**src/rtl/rlpd_pkg.sv**
```systemverilog
// Shared types and constants for the RGB LED PWM shift driver.
package rlpd_pkg;

	localparam int NUM_LEDS_DEF     = 32;
	localparam int PWM_LEVELS_DEF   = 256;
	localparam int START_OFFSET_DEF = 4;

	localparam int LEVEL_W = 8;
	localparam int INDEX_W = 8;

	// request kinds carried on s_tuser
	localparam logic [1:0] REQ_WR_ONE = 2'd0;
	localparam logic [1:0] REQ_WR_ALL = 2'd1;
	localparam logic [1:0] REQ_TICK   = 2'd2;

	typedef struct packed {
		logic [LEVEL_W-1:0] r;
		logic [LEVEL_W-1:0] g;
		logic [LEVEL_W-1:0] b;
	} rgb_t;

	// broadcast from the sequencer to every cell
	typedef struct packed {
		logic               wr_one;
		logic               wr_all;
		logic               copy;
		logic               shift;
		logic [INDEX_W-1:0] index;
		rgb_t               level;
	} cell_ctrl_t;

endpackage

```
**src/rtl/rlpd_cell.sv**
```systemverilog
// One LED cell: live level, snapshot level and the snapshot ring link.
module rlpd_cell
	import rlpd_pkg::*;
#(
	parameter int CELL_ID = 0
) (
	input  logic       clk,
	input  logic       arst_n,
	input  cell_ctrl_t ctrl,
	input  rgb_t       snap_in,
	output rgb_t       snap_out
);

	rgb_t live_q;
	rgb_t snap_q;
	logic hit;

	assign hit      = ctrl.wr_all || (ctrl.wr_one && (ctrl.index == INDEX_W'(CELL_ID)));
	assign snap_out = snap_q;

	always_ff @(posedge clk or negedge arst_n) begin
		if (!arst_n) begin
			live_q <= '0;
			snap_q <= '0;
		end else begin
			if (hit) begin
				live_q <= ctrl.level;
			end
			if (ctrl.copy) begin
				snap_q <= live_q;
			end else if (ctrl.shift) begin
				snap_q <= snap_in;
			end
		end
	end

endmodule

```
**src/rtl/rgb_led_pwm_shift_driver_core.sv**
```systemverilog
// Top level: LED cell ring and frame sequencer of the RGB LED PWM shift driver.
//
//  channel | dir | fields                                   | accepted when
//  s_*     | in  | tuser=req_type, tdata=index,r,g,b        | s_tvalid && s_tready
//  m_*     | out | tdata=shift_byte, tlast=frame_end        | m_tvalid && m_tready
//
// A frame tick rotates the snapshot ring one cell per cycle while the output
// accepts, and a byte leaves every second rotation.
// A stalled output holds the ring at the byte step; s_tready is low for the frame.
// Reset clears all levels and the phase at once; no clearing pass.
module rgb_led_pwm_shift_driver_core
	import rlpd_pkg::*;
#(
	parameter int NUM_LEDS     = NUM_LEDS_DEF,
	parameter int PWM_LEVELS   = PWM_LEVELS_DEF,
	parameter int START_OFFSET = START_OFFSET_DEF
) (
	input  logic        clk,
	input  logic        arst_n,
	input  logic        s_tvalid,
	output logic        s_tready,
	input  logic [31:0] s_tdata,   // led_index[7:0], red[15:8], green[23:16], blue[31:24]
	input  logic [1:0]  s_tuser,   // req_type[1:0]
	output logic        m_tvalid,
	input  logic        m_tready,
	output logic [7:0]  m_tdata,   // shift_byte[7:0]
	output logic        m_tlast
);

	localparam int CW        = $clog2(NUM_LEDS);
	localparam int PW        = $clog2(PWM_LEVELS);
	localparam int TAP       = (START_OFFSET % NUM_LEDS + NUM_LEDS - 1) % NUM_LEDS;
	localparam int LAST_STEP = NUM_LEDS - 1;
	localparam int LAST_BYTE = 2 * (NUM_LEDS / 2) - 1;

	cell_ctrl_t     ctrl;
	rgb_t           snap [NUM_LEDS];
	rgb_t           tap;
	logic           busy_q;
	logic [CW-1:0]  cnt_q;
	logic [PW-1:0]  phase_q;
	logic [2:0]     lo_q;
	logic [2:0]     bits;
	logic [LEVEL_W-1:0] ph_ext;
	logic           accept;
	logic           tick;
	logic           step_en;
	logic           byte_step;

	// ring: each cell takes the snapshot of its lower neighbor
	for (genvar i = 0; i < NUM_LEDS; i++) begin : g_cell
		localparam int PREV = (i + NUM_LEDS - 1) % NUM_LEDS;
		rlpd_cell #(.CELL_ID(i)) u_cell (
			.clk     (clk),
			.arst_n  (arst_n),
			.ctrl    (ctrl),
			.snap_in (snap[PREV]),
			.snap_out(snap[i])
		);
	end

	assign s_tready = !busy_q;
	assign accept   = s_tvalid && s_tready;
	assign tick     = accept && (s_tuser == REQ_TICK);

	assign byte_step = cnt_q[0];
	assign step_en   = busy_q && (!byte_step || !m_tvalid || m_tready);

	assign tap    = snap[TAP];
	assign ph_ext = LEVEL_W'(phase_q);
	assign bits   = {tap.r > ph_ext, tap.g > ph_ext, tap.b > ph_ext};

	always_comb begin
		ctrl.wr_one = accept && (s_tuser == REQ_WR_ONE);
		ctrl.wr_all = accept && (s_tuser == REQ_WR_ALL);
		ctrl.copy   = tick && (phase_q == '0);
		ctrl.shift  = step_en;
		ctrl.index  = s_tdata[7:0];
		ctrl.level  = '{r: s_tdata[15:8], g: s_tdata[23:16], b: s_tdata[31:24]};
	end

	always_ff @(posedge clk or negedge arst_n) begin
		if (!arst_n) begin
			busy_q   <= 1'b0;
			cnt_q    <= '0;
			phase_q  <= '0;
			m_tvalid <= 1'b0;
		end else begin
			if (m_tvalid && m_tready) begin
				m_tvalid <= 1'b0;
			end
			if (tick) begin
				busy_q <= 1'b1;
				cnt_q  <= '0;
			end
			if (step_en) begin
				if (byte_step) begin
					m_tvalid <= 1'b1;
				end
				if (cnt_q == CW'(LAST_STEP)) begin
					busy_q <= 1'b0;
					cnt_q  <= '0;
					phase_q <= (phase_q == PW'(PWM_LEVELS - 1)) ? '0 : phase_q + 1'b1;
				end else begin
					cnt_q <= cnt_q + 1'b1;
				end
			end
		end
	end

	// payload: first LED of the pair is held, second one closes the byte
	always_ff @(posedge clk) begin
		if (step_en) begin
			if (byte_step) begin
				m_tdata <= {bits, lo_q, 2'b00};
				m_tlast <= (cnt_q == CW'(LAST_BYTE));
			end else begin
				lo_q <= bits;
			end
		end
	end

endmodule
```
**config.mk**
```make
export PLATFORM = sky130hd
export DESIGN_NAME = rgb_led_pwm_shift_driver_core
export DESIGN_NICKNAME = d
export VERILOG_FILES = /design/src/rtl/rlpd_pkg.sv /design/src/rtl/rlpd_cell.sv /design/src/rtl/rgb_led_pwm_shift_driver_core.sv
export SDC_FILE = /design/constraint.sdc
export NUM_CORES = 2
export LEC_CHECK = 0
export ABC_AREA = 1
export ABC_CLOCK_PERIOD_IN_PS = 2500
export CAP_MARGIN = 25
export CORE_MARGIN = 10
export CORE_UTILIZATION = 37
export DETAILED_ROUTE_END_ITERATION = 12
export DONT_BUFFER_PORTS = 1
export GPL_ROUTABILITY_DRIVEN = 0
export GPL_TIMING_DRIVEN = 1
export PLACE_DENSITY = 0.55
export SLEW_MARGIN = 20
export SYNTH_ARGS = -nofsm -noshare
export SYNTH_HDL_FRONTEND = slang
export SYNTH_SLANG_ARGS = --single-unit
```
**constraint.sdc**
```tcl
create_clock -name clk -period 2.5 [get_ports clk]
set_clock_uncertainty 0.1 [all_clocks]
set_input_delay 0.5 -clock clk [delete_from_list [all_inputs] [get_ports clk]]
set_output_delay 0.5 -clock clk [all_outputs]
set_load 0.01 [all_outputs]
```
### Word level (Yosys, flattened, before mapping)

Cells that the tools add are included.

| word-level totals | value |
|---|---|
| logic and storage cells | 398 |
| bits of input ports | 38 |
| flip-flop bits (word level) | 1561 |
| output and inout bits | 11 |

| operators by class | value |
|---|---|
| muxes and demuxes | 74 |
| reductions and logical operators | 84 |
| add/sub/neg operators | 2 |
| order comparisons | 3 |
| equal/unequal tests | 35 |
| bitwise logic cells | 1 |

Operators by type and width:

| cell | number |
|---|---|
| 24-bit two-way mux | 64 |
| 8-bit by 5-bit equality test with 1-bit output, second input constant | 16 |
| 8-bit by 4-bit equality test with 1-bit output, second input constant | 8 |
| 1-bit logical AND | 39 |
| 1-bit logical OR | 34 |
| 8-bit by 3-bit equality test with 1-bit output, second input constant | 4 |
| 8-bit greater-than comparator | 3 |
| 8-bit by 2-bit equality test with 1-bit output, second input constant | 2 |
| 8-bit zero test | 2 |
| 5-bit two-way mux | 3 |
| 8-bit by 1-bit adder with 8-bit output, second input constant | 1 |
| 8-bit by 1-bit equality test with 1-bit output, second input constant | 1 |
| 8-bit equality test, second input constant | 1 |
| 8-bit two-way mux | 1 |
| 1-bit two-way mux | 6 |
| 2-bit AND reduction | 3 |
| 5-bit by 1-bit adder with 5-bit output, second input constant | 1 |
| 5-bit equality test, second input constant | 1 |
| 2-bit nonzero test | 2 |
| 1-bit zero test | 3 |
| 2-bit by 1-bit equality test with 1-bit output, second input constant | 1 |
| 2-bit equality test, second input constant | 1 |
| 2-bit zero test | 1 |
| 1-bit NOT | 1 |

### Logic depth before layout (Yosys ltp)

| depth | value |
|---|---|
| depth after elaboration | 6 |
| mapped depth | 12 |
| gate-level depth less buffers | 9 |

### Cells and area by module

Synthesis repeated with hierarchy kept, for this count alone.

| unflattened totals | value |
|---|---|
| cells, all modules | 7315 |
| area total of the unflattened synthesis | 67075.6 um2 |

By module, submodules not included:

| module | cells each | times used | area each (um2) | sequential area each (um2) |
|---|---|---|---|---|
| rlpd_cell (g_cell[11].u_cell ...) | 222 | 7 | 2024.4 | 1201.2 |
| rlpd_cell (g_cell[10].u_cell ...) | 224 | 6 | 2055.7 | 1201.2 |
| rlpd_cell (g_cell[16].u_cell ...) | 223 | 5 | 2018.2 | 1201.2 |
| rlpd_cell (g_cell[20].u_cell ...) | 221 | 3 | 2099.5 | 1201.2 |
| rlpd_cell (g_cell[13].u_cell ...) | 223 | 2 | 2053.2 | 1201.2 |
| rlpd_cell (g_cell[29].u_cell ...) | 222 | 2 | 2048.2 | 1201.2 |
| rlpd_cell (g_cell[23].u_cell ...) | 220 | 2 | 2044.5 | 1201.2 |
| rlpd_cell (g_cell[31].u_cell) | 220 | 1 | 2073.2 | 1201.2 |
| rlpd_cell (g_cell[0].u_cell) | 222 | 1 | 2028.2 | 1201.2 |
| rlpd_cell (g_cell[15].u_cell) | 221 | 1 | 2023.2 | 1201.2 |
| rlpd_cell (g_cell[12].u_cell) | 222 | 1 | 2015.7 | 1201.2 |
| rlpd_cell (g_cell[28].u_cell) | 221 | 1 | 2011.9 | 1201.2 |
| rgb_led_pwm_shift_driver_core | 203 | 1 | 1736.7 | 675.6 |

### Worst setup path after synthesis

Ideal clock, no wire load.

| timing path | value |
|---|---|
| path type | input -> register |
| start point | in m_tready |
| end point | reg m_tdata[2] (enable) |
| stages | 8 |
| slack | 588 ps |
| buffers on the path | 2 |
| required time | 2077 ps |
| arrival | 1489 ps |
| setup time | 323 ps |
| cell sequence | inv_1 > nand3_1 > nand2_2 > inv_2 > buf_2 > buf_1 > nand2_1 > inv_1 |

| on the way | value |
|---|---|
| word-level cells in the longest chain between the ends | 3 |

RTL lines:

| element | line | source |
|---|---|---|
| from (decl) | rgb_led_pwm_shift_driver_core.sv:25 | `input logic m_tready,` |
| 1-bit logical OR | rgb_led_pwm_shift_driver_core.sv:67 | `assign step_en = busy_q && (!byte_step \|\| !m_tvalid \|\| m_tready);` |
| 1-bit logical AND | rgb_led_pwm_shift_driver_core.sv:67 |  |
| 2-bit AND reduction (no source line) | -- |  |
| to (signal assigned) | rgb_led_pwm_shift_driver_core.sv:115 | `m_tdata <= {bits, lo_q, 2'b00};` |
| to (decl) | rgb_led_pwm_shift_driver_core.sv:26 | `output logic [7:0] m_tdata,` |

Every way passes these cells.
A chain may end at the register's enable or synchronous reset.

### Worst setup path in the final report

| timing path | value |
|---|---|
| start point | reg busy_q |
| end point | reg g_cell[5].u_cell.live_q[11] in the netlist's numbering |

| on the way | value |
|---|---|
| word-level cells in the longest chain between the ends | 5 |
| elaborated cells on any way between the ends | 6 |
| classes of those cells | reduce/logical (6) |

RTL lines:

| element | line | source |
|---|---|---|
| from (decl) | rgb_led_pwm_shift_driver_core.sv:39 | `logic busy_q;` |
| from (signal assigned) | rgb_led_pwm_shift_driver_core.sv:84 | `busy_q <= 1'b0;` |
| from (signal assigned) | rgb_led_pwm_shift_driver_core.sv:93 | `busy_q <= 1'b1;` |
| from (signal assigned) | rgb_led_pwm_shift_driver_core.sv:101 | `busy_q <= 1'b0;` |
| 1-bit zero test * | rgb_led_pwm_shift_driver_core.sv:62 | `assign s_tready = !busy_q;` |
| net s_tready | rgb_led_pwm_shift_driver_core.sv:21 | `output logic s_tready,` |
| 1-bit logical AND * | rgb_led_pwm_shift_driver_core.sv:63 | `assign accept = s_tvalid && s_tready;` |
| 1-bit logical AND | rgb_led_pwm_shift_driver_core.sv:74 | `ctrl.wr_one = accept && (s_tuser == REQ_WR_ONE);` |
| 1-bit logical AND | rlpd_cell.sv:18 | `assign hit = ctrl.wr_all \|\| (ctrl.wr_one && (ctrl.index == INDEX_W'(CELL_ID)));` |
| 1-bit logical OR * | rlpd_cell.sv:18 |  |
| to (signal assigned) | rlpd_cell.sv:27 | `live_q <= ctrl.level;` |
| to (decl) | rlpd_cell.sv:14 | `rgb_t live_q;` |

The timed path passes the listed nets; every way through them passes the cells marked *.

==> results by group <==
Run status
  – Outcome: finished clean

Detailed routing
  – Antenna viol nets, final: 0
  – Drt initial violations: 5701
  – Via density: ~5.0
  – Routed Wire Length: 225 mm
  – Via count: 63899
  – 1st-pass router iterations: 5
  – Drc violations: 0
  – DR WL/cell: 17.6 um

Power
  – Static Leak: 47.7 nW
  – Switching fraction of total power: roughly 32%
  – Seq pwr share: between 40% and 50%
  – Logic pwr share: 22.9%
  – P_int: between 50 and 60 mW
  – Worst ir drop on vdd: 819 uV
  – Clock share of power: 32.2%
  – Psw: between 20 and 30 mW
  – Power Density: 882 nW/um2
  – Final Power: 78.1 mW

Global routing
  – GRT overflow: 0
  – Pin count of the biggest net entering global routing: 163
  – Vias in the first global route: 62640
  – First-pass GRT wire length: 360 mm
  – Overall Global Routing Usage: between 10% and 20%
  – Antenna violations before repair: 5

Final layout
  – Synth-to-Final Area Change: 14.1%
  – Nets: around 9900
  – Sequential cell area: 39100 um2
  – Layout cells sized above 1: about 8.3%
  – Area of the multi-input gates: roughly 30000 um2
  – Non-Filler Instances: 12786
  – Cell area after layout: 88600 um2
  – Fillers: 20860
  – Utilization after layout: 42.3%

STA
  – Worst Slack Setup Final: 124 ps
  – Tightest Pin Transition: 812 ps
  – WHS: between 10 and 15 ps
  – Slew Limit Headroom: 45.7%
  – Endpoints failing hold: 0
  – TNS Setup: 0 ps
  – Final period util: between 90% and 100%
  – Final setup viols: 0
  – RSZ-0062 raised after global routing: false
  – Max frequency: 421 MHz
  – Min cycle time layout: 2380 ps
  – Max-slew violations: 0

Logic synthesis
  – YS warnings: 0
  – Synth area leaders: dfrtp_1, nand2_1, nand3_1
  – Area share of the largest cell type after synthesis: roughly half
  – Synth cell types: 37
  – Gate Count Post-Synth: 10051
  – Cell taking the most area after synthesis: dfrtp_1
  – Mapped Area: 77600 um2
  – Register area share after synthesis: between 50 and 60%
  – Avg Inst Size Synth: 7.72 um2
  – Post-synthesis register bit count: 1561

Floorplan
  – Initial core utilization: 37.1%
  – Ports: 49
  – Die area: 229000 um2
  – Die Span X: 478 um
  – Core area: 209000 um2
  – Die Ht: 478 um
  – FP Rows: 168

Job
  – Max-cap violations: 0

Critical path
  – WP data required: 3150 ps
  – Crit Path Class: reg2reg
  – Type of destination of the critical path: flip-flop
  – CP Launch Type: flip-flop
  – Critical-path top delay cell: dlygate4sd3_1
  – CP max stage delay: 580 ps
  – Arr. time, crit path: 3030 ps
  – CP max FO: 14
  – Delay-heaviest family, CP: buffers and inverters
  – Buf+Inv Stages, Crit Path: 4
  – Crit-path most repeated cell: nand2_1
  – Cell Chain, Critical Path: inv_2 > nand2_4 > nor2_4 > buf_12 > buf_6 > nand3_4 > nand2_8 > nand2_1 > dlygate4sd3_1 > nand2_1

Min path
  – Hold Path Class: in2async

Clock tree
  – Deepest clock path buffer count: 3
  – Htree depth: 4
  – Worst-path clk slew: 60 ps
  – Worst-Skew Late Latency: 810 ps
  – Clock Sinks: between 1500 and 2000
  – CTS tree: built
  – Cts bufs inserted: 171
  – Root Buffer: clkbuf_16

Placement
  – # port buffers: 0
  – Area post-placement: approximately 80000 um2
  – Dpl ws: -1950 ps
  – Dpl cells: 12359
  – Dpl hpwl: 129 mm
## what timing repair did
item | CTS | global route
resized for setup | 0 | 15
pin swaps | 0 | 0
endpoints found under the setup margin | 618 | 653
endpoints found under the hold margin | 1095 | 93
hold buffers | 77 | 26
buffers inserted | 0 | 0
gates cloned | 9 | 6
## final cells by class
cell class,instances,share of cell area (%)
sequential,1561,44.2
multi-input combinational,6399,33.7
timing repair buffer,364,6.18
clock buffer,267,5.80
inverter,1348,5.72
tap,2805,3.96
clock inverter,34,0.442
antenna,8,0.0226
## placed cells by master, fill, tap and decap left out, drive strengths merged
master	count
o21a	3
dlygate4sd3	67
clkbuf	272
xnor2	1
nand2	3712
dfrtp	1551
nand4	5
ha	28
conb	2
clkinvlp	1
buf	284
diode	8
clkinv	21
xor2	3
nand3b	225
o22ai	2
a21boi	1
a21oi	12
bufinv	4
bufbuf	8
inv	1356
or2	2
nor2	37
o21ai	237
nand3	2123
nor3	2
and2	1
o21bai	3
edfxtp	10
## synthesized netlist by cell type
cell / instances
or2_1: 1
conb_1: 1
nor2_8: 2
a21oi_1: 12
nand3_2: 204
buf_2: 242
o21ai_1: 4
xor2_1: 3
or2_4: 1
o22ai_1: 2
o21ai_0: 233
nor2_4: 2
edfxtp_1: 10
nand2_2: 11
dfrtp_1: 1551
and2_1: 1
nand3_1: 1889
buf_12: 2
nand4_1: 5
nor2_2: 1
nand3_4: 30
inv_1: 1342
buf_4: 36
buf_1: 40
ha_1: 28
buf_6: 55
clkbuf_1: 370
nand2_4: 21
nand2_1: 3679
inv_2: 6
nand3b_1: 225
o21a_1: 3
xnor2_1: 1
nor2_1: 32
nor3_1: 2
o21bai_1: 3
a21boi_0: 1
## tightest hold or removal path: cells and delay by family
family | cells | cell delay (ps)
buffers and inverters | 5 | 780
## power groups by stage
| stage | registers [mW] | logic, mW | clock network [mW] |
|---|---|---|---|
| 2_1_floorplan | 34.7 | 12.8 | 0 |
| 3_3_place_gp | 35.3 | 16.7 | 0 |
| 3_5_place_dp | 35.6 | 17.1 | 0 |
| 4_1_cts | 35.1 | 17.9 | 25.8 |
| 5_1_grt | 35.9 | 20.3 | 26.8 |
| 6_report | 35.1 | 17.9 | 25.2 |
## sequential cells by signal, summed over array words and instances, names as in the netlist
signal	flops
m_tvalid	1
lo_q	3
g_cell.u_cell.live_q	768
cnt_q	5
m_tdata	6
busy_q	1
ph_ext	8
m_tlast	1
g_cell.u_cell.snap_out	768
## metal layers
layer / up-vias / share of wire, % / wire (um) / global-route usage [%]
li1: 30715 / - / - / -
met1: 31336 / 46 / 104000 / 26.6
met2: 1526 / 47 / 105000 / 31.4
met3: 322 / 5.0 / 11200 / 2.34
met4: 0 / 2.3 / 5170 / 5.34
met5: - / 0 / 0 / 0
## logic make-up after synthesis
family	after synthesis	synth area share, %
adders and majority gates	28	0.451
other	1	0.00483
xor gates and xnor gates	4	0.0451
DFF	1561	50.4
AOI/OAI and AO/OA	258	1.69
buffers and inverters	2093	11.3
and+or+nand+nor	6106	36.2
## final timing paths
path                                   startpoint                                       to  slack [ps]  cells after the start
worst max-delay path             busy_q$_DFF_PN0_  g_cell[5].u_cell.live_q[11]$_DFFE_PN0P_         120                     10
worst min-delay path                       arst_n  g_cell[16].u_cell.live_q[2]$_DFFE_PN0P_          10                      5
worst max register to register   busy_q$_DFF_PN0_  g_cell[5].u_cell.live_q[11]$_DFFE_PN0P_         120                     10
worst min register to register  lo_q[1]$_DFFE_PP_                     m_tdata[3]$_DFFE_PP_         320                      0
max in group asynchronous                  arst_n  g_cell[27].u_cell.live_q[6]$_DFFE_PN0P_         830                      8
min in group clk                         s_tvalid   g_cell[6].u_cell.live_q[4]$_DFFE_PN0P_          70                      4
(Power assumes the default switching activity.)
